## src/hw/rtl/multicart_outer_bank_mapper_top_assert.svh

```systemverilog
// ----------------------------------------------------------------------------
// multicart outer bank mapper assertion macros
// shared concurrent assertion forms clocked on i_clk
// ----------------------------------------------------------------------------
`ifndef MULTICART_OUTER_BANK_MAPPER_TOP_ASSERT_SVH
`define MULTICART_OUTER_BANK_MAPPER_TOP_ASSERT_SVH

// checked only while out of reset
`define MCOBM_ASSERT(lbl, prop, msg) \
    lbl: assert property (@(posedge i_clk) disable iff (!i_rst_n) prop) else $error(msg);

// checked on every edge, reset included
`define MCOBM_ASSERT_ALWAYS(lbl, prop, msg) \
    lbl: assert property (@(posedge i_clk) prop) else $error(msg);

`endif

```

## src/hw/rtl/mcobm_pkg.sv

```systemverilog
// ----------------------------------------------------------------------------
// mcobm_pkg
// shared types and codes of the multicart outer bank mapper
// ----------------------------------------------------------------------------
package mcobm_pkg;

    // request codes
    localparam logic [1:0] REQ_WRITE = 2'd0;
    localparam logic [1:0] REQ_PRG   = 2'd1;
    localparam logic [1:0] REQ_CHR   = 2'd2;

    // outer mode bit positions
    localparam int MODE_NROM256  = 2;
    localparam int MODE_PRG16    = 3;
    localparam int MODE_CHR_B7   = 4;
    localparam int MODE_NROM     = 5;
    localparam int MODE_CHR128   = 6;
    localparam int MODE_LOCK     = 7;

    localparam int BANK_W = 9;

    typedef struct packed {
        logic [1:0]  req_type;
        logic [15:0] bus_addr;
        logic [7:0]  value;
        logic        wram_writable;
        logic [7:0]  inner_prg_six;
        logic [7:0]  inner_prg_seven;
    } t_req_word;

    typedef struct packed {
        logic [BANK_W-1:0] bank_number;
        logic              write_taken;
    } t_rsp_word;

    typedef struct packed {
        logic [7:0] mode;
        logic       chr_hi;
    } t_outer_state;

endpackage

```

## src/hw/rtl/mcobm_latch.sv

```systemverilog
// ----------------------------------------------------------------------------
// mcobm_latch
// outer mode latch and high chr bit, with wram and lock gating
// ----------------------------------------------------------------------------
module mcobm_latch (
    input  logic                  i_clk,
    input  logic                  i_rst_n,
    input  logic                  i_wr_req,
    input  logic                  i_wram_writable,
    input  logic [7:0]            i_data,
    input  logic                  i_addr_b8,
    output logic                  o_taken,
    output mcobm_pkg::t_outer_state o_state
);
    import mcobm_pkg::*;

    t_outer_state r_state;
    t_outer_state n_state;

    assign o_taken = i_wr_req && i_wram_writable && !r_state.mode[MODE_LOCK];

    always_comb begin
        n_state = r_state;
        if (o_taken) begin
            n_state.mode   = i_data;
            n_state.chr_hi = i_addr_b8;
        end
    end

    always_ff @(posedge i_clk) begin
        if (!i_rst_n) begin
            r_state <= '0;
        end else begin
            r_state <= n_state;
        end
    end

    assign o_state = r_state;

endmodule

```

## src/hw/rtl/mcobm_xlate.sv

```systemverilog
// ----------------------------------------------------------------------------
// mcobm_xlate
// prg and chr bank translation from the outer mode latch
// ----------------------------------------------------------------------------
module mcobm_xlate (
    input  logic [1:0]                     i_req_type,
    input  logic [1:0]                     i_slot,
    input  logic [7:0]                     i_inner,
    input  logic [7:0]                     i_reg_six,
    input  logic [7:0]                     i_reg_seven,
    input  mcobm_pkg::t_outer_state        i_state,
    output logic [mcobm_pkg::BANK_W-1:0]   o_bank
);
    import mcobm_pkg::*;

    logic [4:0] prg_mask;
    logic [5:0] prg_outer;
    logic [7:0] nrom_src;
    logic [4:0] nrom_part;
    logic [5:0] prg_bank;
    logic [7:0] chr_mask;
    logic [8:0] chr_outer;
    logic [8:0] chr_bank;

    always_comb begin
        prg_mask  = i_state.mode[MODE_PRG16] ? 5'h0F : 5'h1F;
        prg_outer = {i_state.mode[1:0], 4'b0000} & ~{1'b0, prg_mask};
        nrom_src  = i_slot[0] ? i_reg_seven : i_reg_six;
        nrom_part = nrom_src[4:0] & prg_mask;
        if (i_state.mode[MODE_NROM]) begin
            if (i_state.mode[MODE_NROM256]) begin
                prg_bank = prg_outer | {1'b0, nrom_part[4:2], i_slot};
            end else begin
                prg_bank = prg_outer | {1'b0, nrom_part[4:1], i_slot[0]};
            end
        end else begin
            prg_bank = prg_outer | {1'b0, i_inner[4:0] & prg_mask};
        end

        chr_mask  = i_state.mode[MODE_CHR128] ? 8'h7F : 8'hFF;
        chr_outer = {i_state.chr_hi, i_state.mode[MODE_CHR_B7], 7'b0};
        chr_bank  = (chr_outer & ~{1'b0, chr_mask}) | {1'b0, i_inner & chr_mask};

        case (i_req_type)
            REQ_PRG: o_bank = {3'b000, prg_bank};
            REQ_CHR: o_bank = chr_bank;
            default: o_bank = '0;
        endcase
    end

endmodule

```

## src/hw/rtl/multicart_outer_bank_mapper_top.sv

```systemverilog
// flow: a word accepted into the input register moves on to the result register
// throughput: one word per cycle; a stalled result holds both registers, and
//   in ready drops once the input register is full as well
// reset: i_rst_n synchronous active low clears both valid flags, the mode
//   latch and the high chr bit
// ----------------------------------------------------------------------------
// multicart_outer_bank_mapper_top
// outer banking layer over an mmc3: mode latch writes and prg/chr translation
// ----------------------------------------------------------------------------
`include "multicart_outer_bank_mapper_top_assert.svh"

module multicart_outer_bank_mapper_top (
    input  logic                  i_clk,
    input  logic                  i_rst_n,
    input  logic                  i_in_valid,
    output logic                  o_in_ready,
    input  mcobm_pkg::t_req_word  i_in_word,
    output logic                  o_out_valid,
    input  logic                  i_out_ready,
    output mcobm_pkg::t_rsp_word  o_out_word
);
    import mcobm_pkg::*;

    // input register stage
    logic      r_in_vld;
    t_req_word r_in;

    // result register stage
    logic      r_out_vld;
    t_rsp_word r_out;
    t_rsp_word n_out;

    logic          advance;
    logic          taken;
    logic [BANK_W-1:0] bank;
    t_outer_state  outer_state;

    // the result register frees when empty or being taken this cycle
    assign advance    = !r_out_vld || i_out_ready;
    // input register frees when empty or moving into the result register
    assign o_in_ready = !r_in_vld || advance;

    always_ff @(posedge i_clk) begin
        if (!i_rst_n) begin
            r_in_vld <= 1'b0;
        end else if (o_in_ready) begin
            r_in_vld <= i_in_valid;
        end
    end

    always_ff @(posedge i_clk) begin
        if (o_in_ready && i_in_valid) begin
            r_in <= i_in_word;
        end
    end

    // latch updates exactly when the write word moves to the result stage,
    // so later words in the input register see the new mode next cycle
    mcobm_latch u_latch (
        .i_clk           (i_clk),
        .i_rst_n         (i_rst_n),
        .i_wr_req        (r_in_vld && advance && (r_in.req_type == REQ_WRITE)),
        .i_wram_writable (r_in.wram_writable),
        .i_data          (r_in.value),
        .i_addr_b8       (r_in.bus_addr[8]),
        .o_taken         (taken),
        .o_state         (outer_state)
    );

    // prg slot is cpu address bits 14:13
    mcobm_xlate u_xlate (
        .i_req_type  (r_in.req_type),
        .i_slot      (r_in.bus_addr[14:13]),
        .i_inner     (r_in.value),
        .i_reg_six   (r_in.inner_prg_six),
        .i_reg_seven (r_in.inner_prg_seven),
        .i_state     (outer_state),
        .o_bank      (bank)
    );

    always_comb begin
        n_out.bank_number = bank;
        n_out.write_taken = taken;
    end

    always_ff @(posedge i_clk) begin
        if (!i_rst_n) begin
            r_out_vld <= 1'b0;
        end else if (advance) begin
            r_out_vld <= r_in_vld;
        end
    end

    always_ff @(posedge i_clk) begin
        if (advance && r_in_vld) begin
            r_out <= n_out;
        end
    end

    assign o_out_valid = r_out_vld;
    assign o_out_word  = r_out;

    // a write result never carries a bank number
    `MCOBM_ASSERT(a_write_no_bank, r_out_vld |-> !(r_out.write_taken && (r_out.bank_number != '0)), "write result carries bank")
    // a locked mode latch never changes
    `MCOBM_ASSERT(a_lock_holds, outer_state.mode[MODE_LOCK] |=> $stable(outer_state), "locked latch changed")
    // an empty input register always takes a word
    `MCOBM_ASSERT(a_empty_ready, !r_in_vld |-> o_in_ready, "empty input stage not ready")
    // reset empties both stages
    `MCOBM_ASSERT_ALWAYS(a_reset_empty, !i_rst_n |=> (!r_in_vld && !r_out_vld), "stages valid after reset")

endmodule

```

## config.mk

```make
export PLATFORM = sky130hd
export DESIGN_NAME = multicart_outer_bank_mapper_top
export DESIGN_NICKNAME = d
export VERILOG_FILES = /design/src/hw/rtl/mcobm_pkg.sv /design/src/hw/rtl/mcobm_latch.sv /design/src/hw/rtl/mcobm_xlate.sv /design/src/hw/rtl/multicart_outer_bank_mapper_top.sv
export VERILOG_INCLUDE_DIRS = /design/src /design/src/hw/rtl
export SDC_FILE = /design/constraint.sdc
export NUM_CORES = 1
export LEC_CHECK = 0
export BUFFER_PORTS_ARGS = -buffer_cell sky130_fd_sc_hd__buf_2
export CORE_MARGIN = 2
export CORE_UTILIZATION = 50
export DETAILED_ROUTE_END_ITERATION = 12
export PLACE_DENSITY = 0.78
export RECOVER_POWER = 25
export SLEW_MARGIN = 10
export SYNTH_ARGS = -nofsm -noshare
export SYNTH_HDL_FRONTEND = slang
export SYNTH_HIERARCHICAL = 1
export SYNTH_SLANG_ARGS = --single-unit
```

## constraint.sdc

```tcl
create_clock -name i_clk -period 3.1 [get_ports i_clk]
set_input_delay 0.465 -clock i_clk [delete_from_list [all_inputs] [get_ports i_clk]]
set_output_delay 0.465 -clock i_clk [all_outputs]
set_load 0.02 [all_outputs]
```

==> summary.md <==
| Metric | Value |
|---|---|
| CP Launch Point | o_out_valid |
| Final hold violation count | 0 |
| Vias in the first global route | 999 |
| Final routed wire length divided by cell count | 13.37 um |
| Critical path buffers and inverters | 1 |
| Placed Instances | 197 |
| Wire length on met2 | 1435 um |
| Deepest level of the CTS H-tree | 2 |
| Critical R2R Capture | u_latch/o_state[3] |
| 1st-iter DRT viols | 19 |
| RSZ-0062 raised after global routing | no |
| Non-filler instance count after layout | 205 |
| Largest stage delay, worst path | 360 ps |
| Total overflow reported by the global router | 0 |
| Synthesis warning total | 6 |
| Die Wd | 62.08 um |
| Total Routing Usage GR | 16.48% |
| Clock transition at the register clock pins on the worst setup and hold paths after CTS | 120 ps |
| Crit end category | output port |
| Initial antenna violation count | 0 |
| Max-slew violation total from the final report | 0 |
| Wirelength, routed | 2740 um |
| Final cell utilization of the core | 60.53% |
| Achievable Freq | 0.6063 GHz |
| Standard cell core area | 3284 um^2 |
| Top Ports | 59 |
| Wl on met1 | 1053 um |
| Mean instance size in the synthesized netlist | 14.42 um^2 |
| R2r setup slk | 1460 ps |
| First-pass GRT wire length | 4305 um |
| Tightest Pin Transition | 536.2 ps |
| Total of buffers placed on input and output ports | 37 |
| Largest buffer count on any clock path | 2 |
| TritonCTS buffer count | 5 |
| Max FO, Critical Path | 6 |
| Data arrival, critical path | 1180 ps |
| Tightest Hold Check Type | in -> reg |
| Clock latency on the worst-skew pair | 350 ps |
| Post-cts sizing count | 0 |
| Reg-to-reg startpoint | r_in[42] |
| Die height | 62.08 um |
| Count of cell instances traversed by the critical path | 3 |
| DRC errors left | 0 |
| Hold Slack | 275.4 ps |
| CP Capture Point | o_in_ready |
| Clock root buffer master | sky130_fd_sc_hd__clkbuf_4 |
| Die footprint | 3854 um^2 |
| Post-CTS setup repair buffer count | 0 |
| Run status | finished clean |
| Layout Nets | 207 |
| Area growth syn-to-layout | 17.88% |
| CP delay by family, top | flip-flops |
| Startpoint types | flop |
| Cell type of the slowest stage on the worst timing path | sky130_fd_sc_hd__dfxtp_1 |
| TritonCTS clock tree | done |
| Total vias in the final route | 1030 |
| Data required, critical path | 2630 ps |
| Detailed-routing iteration count for the pre-antenna-repair pass | 4 |
| Worst reg-to-reg path cell count | 3 |
| Power per standard cell area | 544.1 nW/um^2 |
| Setup violations, final | 0 |
| Minimum clock period after layout | 1649 ps |
| Critical path, cell by cell | nor2b_4, nand2_1, buf_2 |
| HPWL Detailed | 1932 um |
| Worst supply voltage drop on vdd | 0.0002123 V |
| Headroom to the max-slew limit | 64.26% |
| Part of the cycle the worst path needs | 53.21% |
| DRT antenna net count | 0 |
| Number of cells produced by synthesis | 117 |
| Total met3 wirelength after detailed routing | 172 um |
| Fraction of final layout cells with drive strength greater than 1 | 32.70% |
| Static leakage | 0.7444 nW |
| Count of clock tree sinks | 43 |
| Final weighted congestion in routability-driven placement | 0.7964 |
| Mapped Area | 1687 um^2 |
| Starting density of the core | 51.35% |
| DR vias/cell | 5.024 |
| Setup TNS | 0 ps |
| Uppermost layer routed | met4 |
| CTS Hold Bufs | 0 |
| Syn_nets | 166 |
| Diode count | 0 |
| Max_cap viols | 0 |
| Site row count | 21 |
| Kind of critical path | reg -> out |
| Worst clock skew | 13.17 ps |
| Pin count of the biggest net entering global routing | 21 |
## state kept, by name, summed over array words and instances, names as in the netlist
name	flops
o_out_valid	1
r_in_vld	1
o_out_word	10
u_latch/o_state	9
r_in	22
## layout make-up
| type | instances | area, um^2 |
|---|---|---|
| Timing Repair Buffer | 38 | 192.7 |
| Sequential cell | 43 | 1181 |
| Multi-Input combinational cell | 66 | 466.7 |
| Inverter | 4 | 15.01 |
| Clock inverter | 1 | 30.03 |
| Tap cell | 46 | 57.56 |
| Clock buffer | 7 | 45.04 |
| Fill cell | 253 | 1296 |
## layer usage
layer,track usage [%],up-vias
li1,-,505
met1,18.54,484
met2,26.64,34
met3,5.176,7
met4,11.25,0
met5,0,-
## per-stage QoR
stage | setup WS [ps] | cell area (um^2) | power (mW)
6_report | 1451 | 1988 | 1.082
5_1_grt | 1312 | 1988 | 1.118
4_1_cts | 1412 | 1988 | 1.087
3_5_place_dp | 1325 | 1913 | 0.7547
3_3_place_gp | 1405 | 1913 | 0.7510
2_1_floorplan | 1058 | 1687 | 0.7200
## report_power, final
group | internal (mW) | leakage, nW | switching [mW]
sequential | 0.648 | 0.397 | 0.0116
combinational | 0.0351 | 0.307 | 0.0466
clock | 0.171 | 0.0395 | 0.169
total | 0.854 | 0.744 | 0.227
## cell usage in the layout, fill, tap and decap left out, types with 2 or more instances in the layout
cell type / n
sky130_fd_sc_hd__buf_2: 37
sky130_fd_sc_hd__edfxtp_1: 32
sky130_fd_sc_hd__nand2_1: 17
sky130_fd_sc_hd__dfxtp_1: 11
sky130_fd_sc_hd__mux2i_1: 9
sky130_fd_sc_hd__clkbuf_4: 5
sky130_fd_sc_hd__inv_1: 4
sky130_fd_sc_hd__mux2_2: 4
sky130_fd_sc_hd__a21oi_1: 4
sky130_fd_sc_hd__o21ai_0: 3
sky130_fd_sc_hd__and2_1: 3
sky130_fd_sc_hd__clkbuf_1: 2
sky130_fd_sc_hd__a31oi_1: 2
sky130_fd_sc_hd__nand3_1: 2
sky130_fd_sc_hd__a22oi_1: 2
sky130_fd_sc_hd__nor2_1: 2
sky130_fd_sc_hd__ha_1: 2
## worst min-delay path by stage
stage	startpoint	endpoint	slack (ps)	cells past startpoint
after floorplan	u_latch/o_state[0]	u_latch/o_state[0]	430	2
after global placement	u_latch/o_state[1]	u_latch/o_state[1]	440	2
after detailed placement	u_latch/o_state[1]	u_latch/o_state[1]	450	2
after CTS	i_in_word[21]	r_in[21]	260	1
after global routing	i_in_word[24]	r_in[24]	260	1
final	i_in_word[33]	r_in[33]	280	1
(Power assumes the default switching activity.)
